$ cat src/design/r2fft_pkg.sv
`default_nettype none
package r2fft_pkg;

  localparam int SAMPLE_BITS = 24;
  localparam int POINT_BITS  = 32;
  localparam int INDEX_BITS  = 10;
  localparam int CFG_BITS    = 4;

  localparam logic [1:0] OP_WRITE = 2'd0;
  localparam logic [1:0] OP_RUN   = 2'd1;
  localparam logic [1:0] OP_READ  = 2'd2;

  localparam logic CFG_LOG2_POINTS  = 1'b0;
  localparam logic CFG_INVERSE_MODE = 1'b1;

  typedef struct packed {
    logic [1:0]                    opcode;
    logic [INDEX_BITS-1:0]         point_index;
    logic signed [SAMPLE_BITS-1:0] sample_real;
    logic signed [SAMPLE_BITS-1:0] sample_imag;
  } in_item_t;

  typedef struct packed {
    logic signed [POINT_BITS-1:0] point_real;
    logic signed [POINT_BITS-1:0] point_imag;
    logic [INDEX_BITS-1:0]        read_index;
    logic                         overflow_seen;
  } out_item_t;

  typedef enum logic [3:0] {
    ST_IDLE,
    ST_READ,
    ST_BR_RD0,
    ST_BR_RD1,
    ST_BR_WR0,
    ST_BR_WR1,
    ST_BF0,
    ST_BF1,
    ST_BF2,
    ST_BF3,
    ST_BF4,
    ST_BF5,
    ST_BF6,
    ST_BF7,
    ST_BF8
  } state_e;

  typedef enum logic [1:0] {
    MUL_BR_WR,
    MUL_BI_WI,
    MUL_BR_WI,
    MUL_BI_WR
  } mul_sel_e;

  typedef struct packed {
    logic     load_a;
    logic     load_b;
    mul_sel_e mul_sel;
    logic     acc_load;
    logic     tr_load;
    logic     ti_load;
  } bfly_ctrl_t;

  // rounded twiddle, half away from zero, frac fraction bits
  function automatic logic signed [24:0] tw_val(int m, int log2_depth, int frac, bit sine);
    real ang;
    real v;
    int  r;
    ang = 3.14159265358979323846 * m * (2.0 ** (1 - log2_depth));
    v   = (sine ? $sin(ang) : $cos(ang)) * (2.0 ** frac);
    if (v >= 0.0) begin
      r = $rtoi($floor(v + 0.5));
    end else begin
      r = -$rtoi($floor(-v + 0.5));
    end
    return 25'(r);
  endfunction

endpackage
`default_nettype wire

$ cat src/design/r2fft_bfly.sv
`default_nettype none
module r2fft_bfly #(
  parameter int TWIDDLE_BITS = 16
) (
  input  wire logic                         clk_i,
  input  wire r2fft_pkg::bfly_ctrl_t        ctrl_i,
  input  wire logic [63:0]                  rdata_i,
  input  wire logic signed [TWIDDLE_BITS:0] tw_re_i,
  input  wire logic signed [TWIDDLE_BITS:0] tw_im_i,
  output      logic [63:0]                  a_o,
  output      logic [63:0]                  sum_o,
  output      logic [63:0]                  diff_o,
  output      logic                         sum_sat_o,
  output      logic                         diff_sat_o
);
  import r2fft_pkg::*;

  localparam int DW   = POINT_BITS;
  localparam int WW   = TWIDDLE_BITS + 1;
  localparam int PW   = DW + WW;
  localparam int SW   = PW + 1;
  localparam int FRAC = TWIDDLE_BITS - 1;
  localparam int TW   = SW - FRAC;
  localparam int RW   = TW + 1;

  logic [63:0]          a_q, b_q;
  logic signed [PW-1:0] prod_q, prod_d, acc_q;
  logic signed [TW-1:0] tr_q, ti_q;
  logic signed [DW-1:0] opa;
  logic signed [WW-1:0] opw;
  logic signed [SW-1:0] rsum, rdiff;
  logic signed [RW-1:0] are, aim, s_re, s_im, d_re, d_im;
  logic                 s_re_ov, s_im_ov, d_re_ov, d_im_ov;

  always_comb begin
    case (ctrl_i.mul_sel)
      MUL_BR_WR: begin opa = b_q[63:32]; opw = tw_re_i; end
      MUL_BI_WI: begin opa = b_q[31:0];  opw = tw_im_i; end
      MUL_BR_WI: begin opa = b_q[63:32]; opw = tw_im_i; end
      MUL_BI_WR: begin opa = b_q[31:0];  opw = tw_re_i; end
      default:   begin opa = b_q[63:32]; opw = tw_re_i; end
    endcase
    prod_d = PW'(opa) * PW'(opw);
  end

  // round to integer: add half an lsb, then floor
  assign rdiff = SW'(acc_q) - SW'(prod_q) + (SW'(1) <<< (FRAC - 1));
  assign rsum  = SW'(acc_q) + SW'(prod_q) + (SW'(1) <<< (FRAC - 1));

  always_ff @(posedge clk_i) begin
    prod_q <= prod_d;
    if (ctrl_i.load_a)   a_q   <= rdata_i;
    if (ctrl_i.load_b)   b_q   <= rdata_i;
    if (ctrl_i.acc_load) acc_q <= prod_q;
    if (ctrl_i.tr_load)  tr_q  <= rdiff[SW-1:FRAC];
    if (ctrl_i.ti_load)  ti_q  <= rsum[SW-1:FRAC];
  end

  assign are  = RW'($signed(a_q[63:32]));
  assign aim  = RW'($signed(a_q[31:0]));
  assign s_re = are + RW'(tr_q);
  assign s_im = aim + RW'(ti_q);
  assign d_re = are - RW'(tr_q);
  assign d_im = aim - RW'(ti_q);

  // out of range when the bits above the sign do not all match it
  assign s_re_ov = (s_re[RW-1:DW-1] != '0) && (s_re[RW-1:DW-1] != '1);
  assign s_im_ov = (s_im[RW-1:DW-1] != '0) && (s_im[RW-1:DW-1] != '1);
  assign d_re_ov = (d_re[RW-1:DW-1] != '0) && (d_re[RW-1:DW-1] != '1);
  assign d_im_ov = (d_im[RW-1:DW-1] != '0) && (d_im[RW-1:DW-1] != '1);

  function automatic logic [DW-1:0] sat(logic signed [RW-1:0] v, logic ov);
    if (!ov) begin
      return v[DW-1:0];
    end
    return v[RW-1] ? {1'b1, {(DW-1){1'b0}}} : {1'b0, {(DW-1){1'b1}}};
  endfunction

  assign sum_o      = {sat(s_re, s_re_ov), sat(s_im, s_im_ov)};
  assign diff_o     = {sat(d_re, d_re_ov), sat(d_im, d_im_ov)};
  assign sum_sat_o  = s_re_ov || s_im_ov;
  assign diff_sat_o = d_re_ov || d_im_ov;
  assign a_o        = a_q;

endmodule
`default_nettype wire

$ cat config.mk
export PLATFORM = sky130hd
export DESIGN_NAME = r2fft_bfly
export DESIGN_NICKNAME = d
export VERILOG_FILES = /design/src/design/r2fft_pkg.sv /design/src/design/r2fft_bfly.sv
export SDC_FILE = /design/constraint.sdc
export NUM_CORES = 2
export LEC_CHECK = 0
export BUFFER_PORTS_ARGS = -buffer_cell sky130_fd_sc_hd__clkbuf_2
export CAP_MARGIN = 30
export CORE_MARGIN = 10
export CORE_UTILIZATION = 55
export CTS_BUF_LIST = sky130_fd_sc_hd__clkbuf_8
export CTS_CLUSTER_SIZE = 30
export DETAILED_ROUTE_END_ITERATION = 10
export PLACE_DENSITY = 0.86
export SLEW_MARGIN = 20
export SYNTH_ARGS = -nofsm -noshare
export SYNTH_HDL_FRONTEND = slang
export SYNTH_SLANG_ARGS = --single-unit
$ cat constraint.sdc
create_clock -name clk_i -period 14 [get_ports clk_i]
set_input_delay 4.2 -clock clk_i [delete_from_list [all_inputs] [get_ports clk_i]]
set_output_delay 4.2 -clock clk_i [all_outputs]
set_load 0.02 [all_outputs]
==> summary.md <==
| Metric | Value |
|---|---|
| Die footprint | `roughly 0.087 sq mm` |
| Mapped Cells | `around 4500` |
| WHS Path Cells | `0` |
| Slowest CP cell | `fa_1` |
| Outcome | `completed` |
| CP Launch Type | `input port` |
| Register area share after synthesis | `20.3%` |
| Initial antenna violation count | `13` |
| Routed WL per cell | `22.6 um` |
| Most used cell, CP | `fa_1` |
| Fin crit period | `11810 ps` |
| Hold slack | `464 ps` |
| TritonCTS clock tree | `yes` |
| Layout cell share with drive strength beyond 1 | `10.8%` |
| Avg Inst Size Synth | `9.20 sq um` |
| Arrival time at the worst endpoint | `12320 ps` |
| Top cells by area, synth | `fa_1, edfxtp_1, ha_1` |
| XOR/XNOR Fraction of Synth Area | `5.00%` |
| Fin. Hold Viols | `0` |
| Reg clk slew, reported paths | `80 ps` |
| Compound-Gate Fraction of Synth Area | `12.6%` |
| CP required | `14510 ps` |
| Avg Vias per Cell | `~6` |
| Asr flop ratio synth | `0%` |
| Root buffer cell | `clkbuf_8` |
| Final Setup Violations | `0` |
| Max FO, Critical Path | `27` |
| Netlist cell types | `97` |
| Chip Width | `294 um` |
| Worst min path class | `register to register` |
| Mux cell area share after synthesis | `2.46%` |
| First-pass GRT wire length | `200 mm` |
| Core Area | `0.0744 sq mm` |
| Placer Congestion | `1.01` |
| Max Cap Violations | `0` |
| Ports | `300` |
| Starting DRT DRC Count | `3093` |
| CTS H-tree lvls | `2` |
| Simple-gate share of the synthesized area | `12.1%` |
| Reg2Reg Depth | `24` |
| # rows | `100` |
| Gr ovfl total | `0` |
| Total track usage | `slightly below 30%` |
| Relative slew slack | `32.0%` |
| Largest family of logic cells by synthesized area | `adder cells` |
| Slowest cell delay on critical path | `510 ps` |
| Slew Viols, Final | `0` |
| Post-Syn Nets | `5576` |
| Cts hold-fix bufs | `0` |
| Most common cell in the netlist | `inv_1` |
| Crit end category | `register` |
| Sink Count | `296` |
| Final ANT Viol Nets | `0` |
| Final wirelength | `130 mm` |
| Warnings, synthesis | `0` |
| Yosys top cell by area | `fa_1` |
| Die H | `294 um` |
| Tightest Pin Transition | `992 ps` |
| Final clock skew | `39.1 ps` |
| Post-Layout Cell Count | `5759` |
| CTS buffer count | `between 40 and 50` |
| Yosys top cell area share | `25.4%` |
| Worst Path Class, Setup | `input port to register` |
| EDFF count, synth | `between 200 and 250` |
| Post-route cell area | `approximately 0.045 sq mm` |
| Post-Place Cells | `5665` |
| Period utilization | `84.4%` |
| Nets | `slightly below 6000` |
| Primary FF master, synth | `edfxtp_1` |
| Final TNS setup | `0 ps` |
| Synth Area in Adders | `38.9%` |
| Unrepaired setup endpoints after global routing | `no` |
| Dpl hpwl | `between 100 and 150 mm` |
| Postcts setup bufs | `0` |
| Resize count post-CTS | `0` |
| Vias in the first global route | `35300` |
| Post-DP Area | `around 0.044 sq mm` |
| CTS Buffer Depth | `3` |
| Vias | `34300` |
| I/O Buffers | `299` |
| Register bit total from synthesis | `296` |
| Mapped Area | `0.0414 sq mm` |
| Drt first pass iters | `6` |
| Initial Util | `55.6%` |
| Fmax | `84.7 MHz` |
| Area growth syn-to-layout | `8.80%` |
| Clk Latency, worst-skew pair | `between 600 and 700 ps` |
| Post-synth top cells | `inv_1, fa_1, nor2_1` |
| Largest net degree at the start of global routing | `65` |
| Drt drc | `0` |
==> cells in the final DEF (no fill, tap or decap), types with 15 or more instances in the layout <==
cell type / count
xor2_1: 58
nand2_1: 384
a21oi_1: 273
mux2i_1: 40
ha_1: 447
nor2b_1: 34
o21a_1: 32
and3_1: 15
a31oi_1: 21
clkbuf_8: 44
nand2b_1: 44
a211oi_1: 24
mux2_2: 37
inv_1: 792
xnor2_1: 178
nand4_1: 31
o21ai_0: 171
edfxtp_1: 247
clkbuf_2: 298
or3_1: 15
nor2_1: 472
o21bai_1: 29
a21o_1: 92
nand3_1: 42
dfxtp_1: 49
fa_1: 525
o31ai_1: 21
or2_2: 15
nor3_1: 45
o211ai_1: 22
buf_4: 50
==> routing by layer <==
layer | share of wire [%] | track usage, % | vias to the layer above | routed length [um]
met5 | 0.029 | 0 | - | 38
met2 | 45 | 47.7 | 1976 | 59000
li1 | - | - | 15200 | -
met3 | 11 | 7.34 | 447 | 14700
met1 | 38 | 36.7 | 16700 | 48900
met4 | 5.6 | 14.6 | 6 | 7340
==> critical path, delay by kind of cell <==
kind,cells,cell delay [ps]
multiplexers,1,240
AO/OA/AOI/OAI,5,1220
adder cells (fa/ha/maj),8,3540
XOR/XNOR,1,170
AND/OR/NAND/NOR,5,1280
buffers and inverters,9,1640
==> stage by stage <==
| step | util (%) | worst slack, ps |
|---|---|---|
| global route | 60.4 | 1890 |
| floorplan | - | 2270 |
| global placement | 59.0 | 1530 |
| finish | 60.5 | 2190 |
| CTS | 60.3 | 2020 |
| detailed placement | 59.0 | 1430 |
==> final timing paths <==
path,start,end,slack (ps)
hold / removal,prod_q[23],acc_q[23],460
setup / recovery,ctrl_i[4],prod_q[46],2190
setup reg to reg,b_q[42],prod_q[46],6470
hold reg to reg,prod_q[23],acc_q[23],460
==> cell families (layout without fill, tap and decap cells) <==
| family | after synthesis | in the layout |
|---|---|---|
| AOI/OAI and AO/OA | 809 | 809 |
| xor gates and xnor gates | 236 | 236 |
| adders and majority gates | 972 | 972 |
| buffers and inverters | 937 | 1220 |
| DFF | 296 | 296 |
| muxes | 96 | 96 |
| other | 0 | 9 |
| and+or+nand+nor | 1152 | 1152 |
==> registers in the layout, indices dropped and copies added (netlist names) <==
signal,flops
tr_q,35
b_q,64
prod_q,49
a_o,64
ti_q,35
acc_q,49
==> area by class of cell <==
| cell class | count | area, sq um |
|---|---|---|
| inverters | 787 | 2950 |
| repair buffers | 355 | 1950 |
| well taps | 969 | 1210 |
| clock inverters | 34 | 364 |
| flip-flops and latches | 296 | 8400 |
| fillers | 5973 | 29400 |
| diodes | 9 | 22.5 |
| clock buffers | 44 | 606 |
| multi-input cells | 3265 | 29500 |
Power is left out: the tool's default activity adds up to more than one toggle a clock period on the data nets, which glitch-free logic cannot reach.
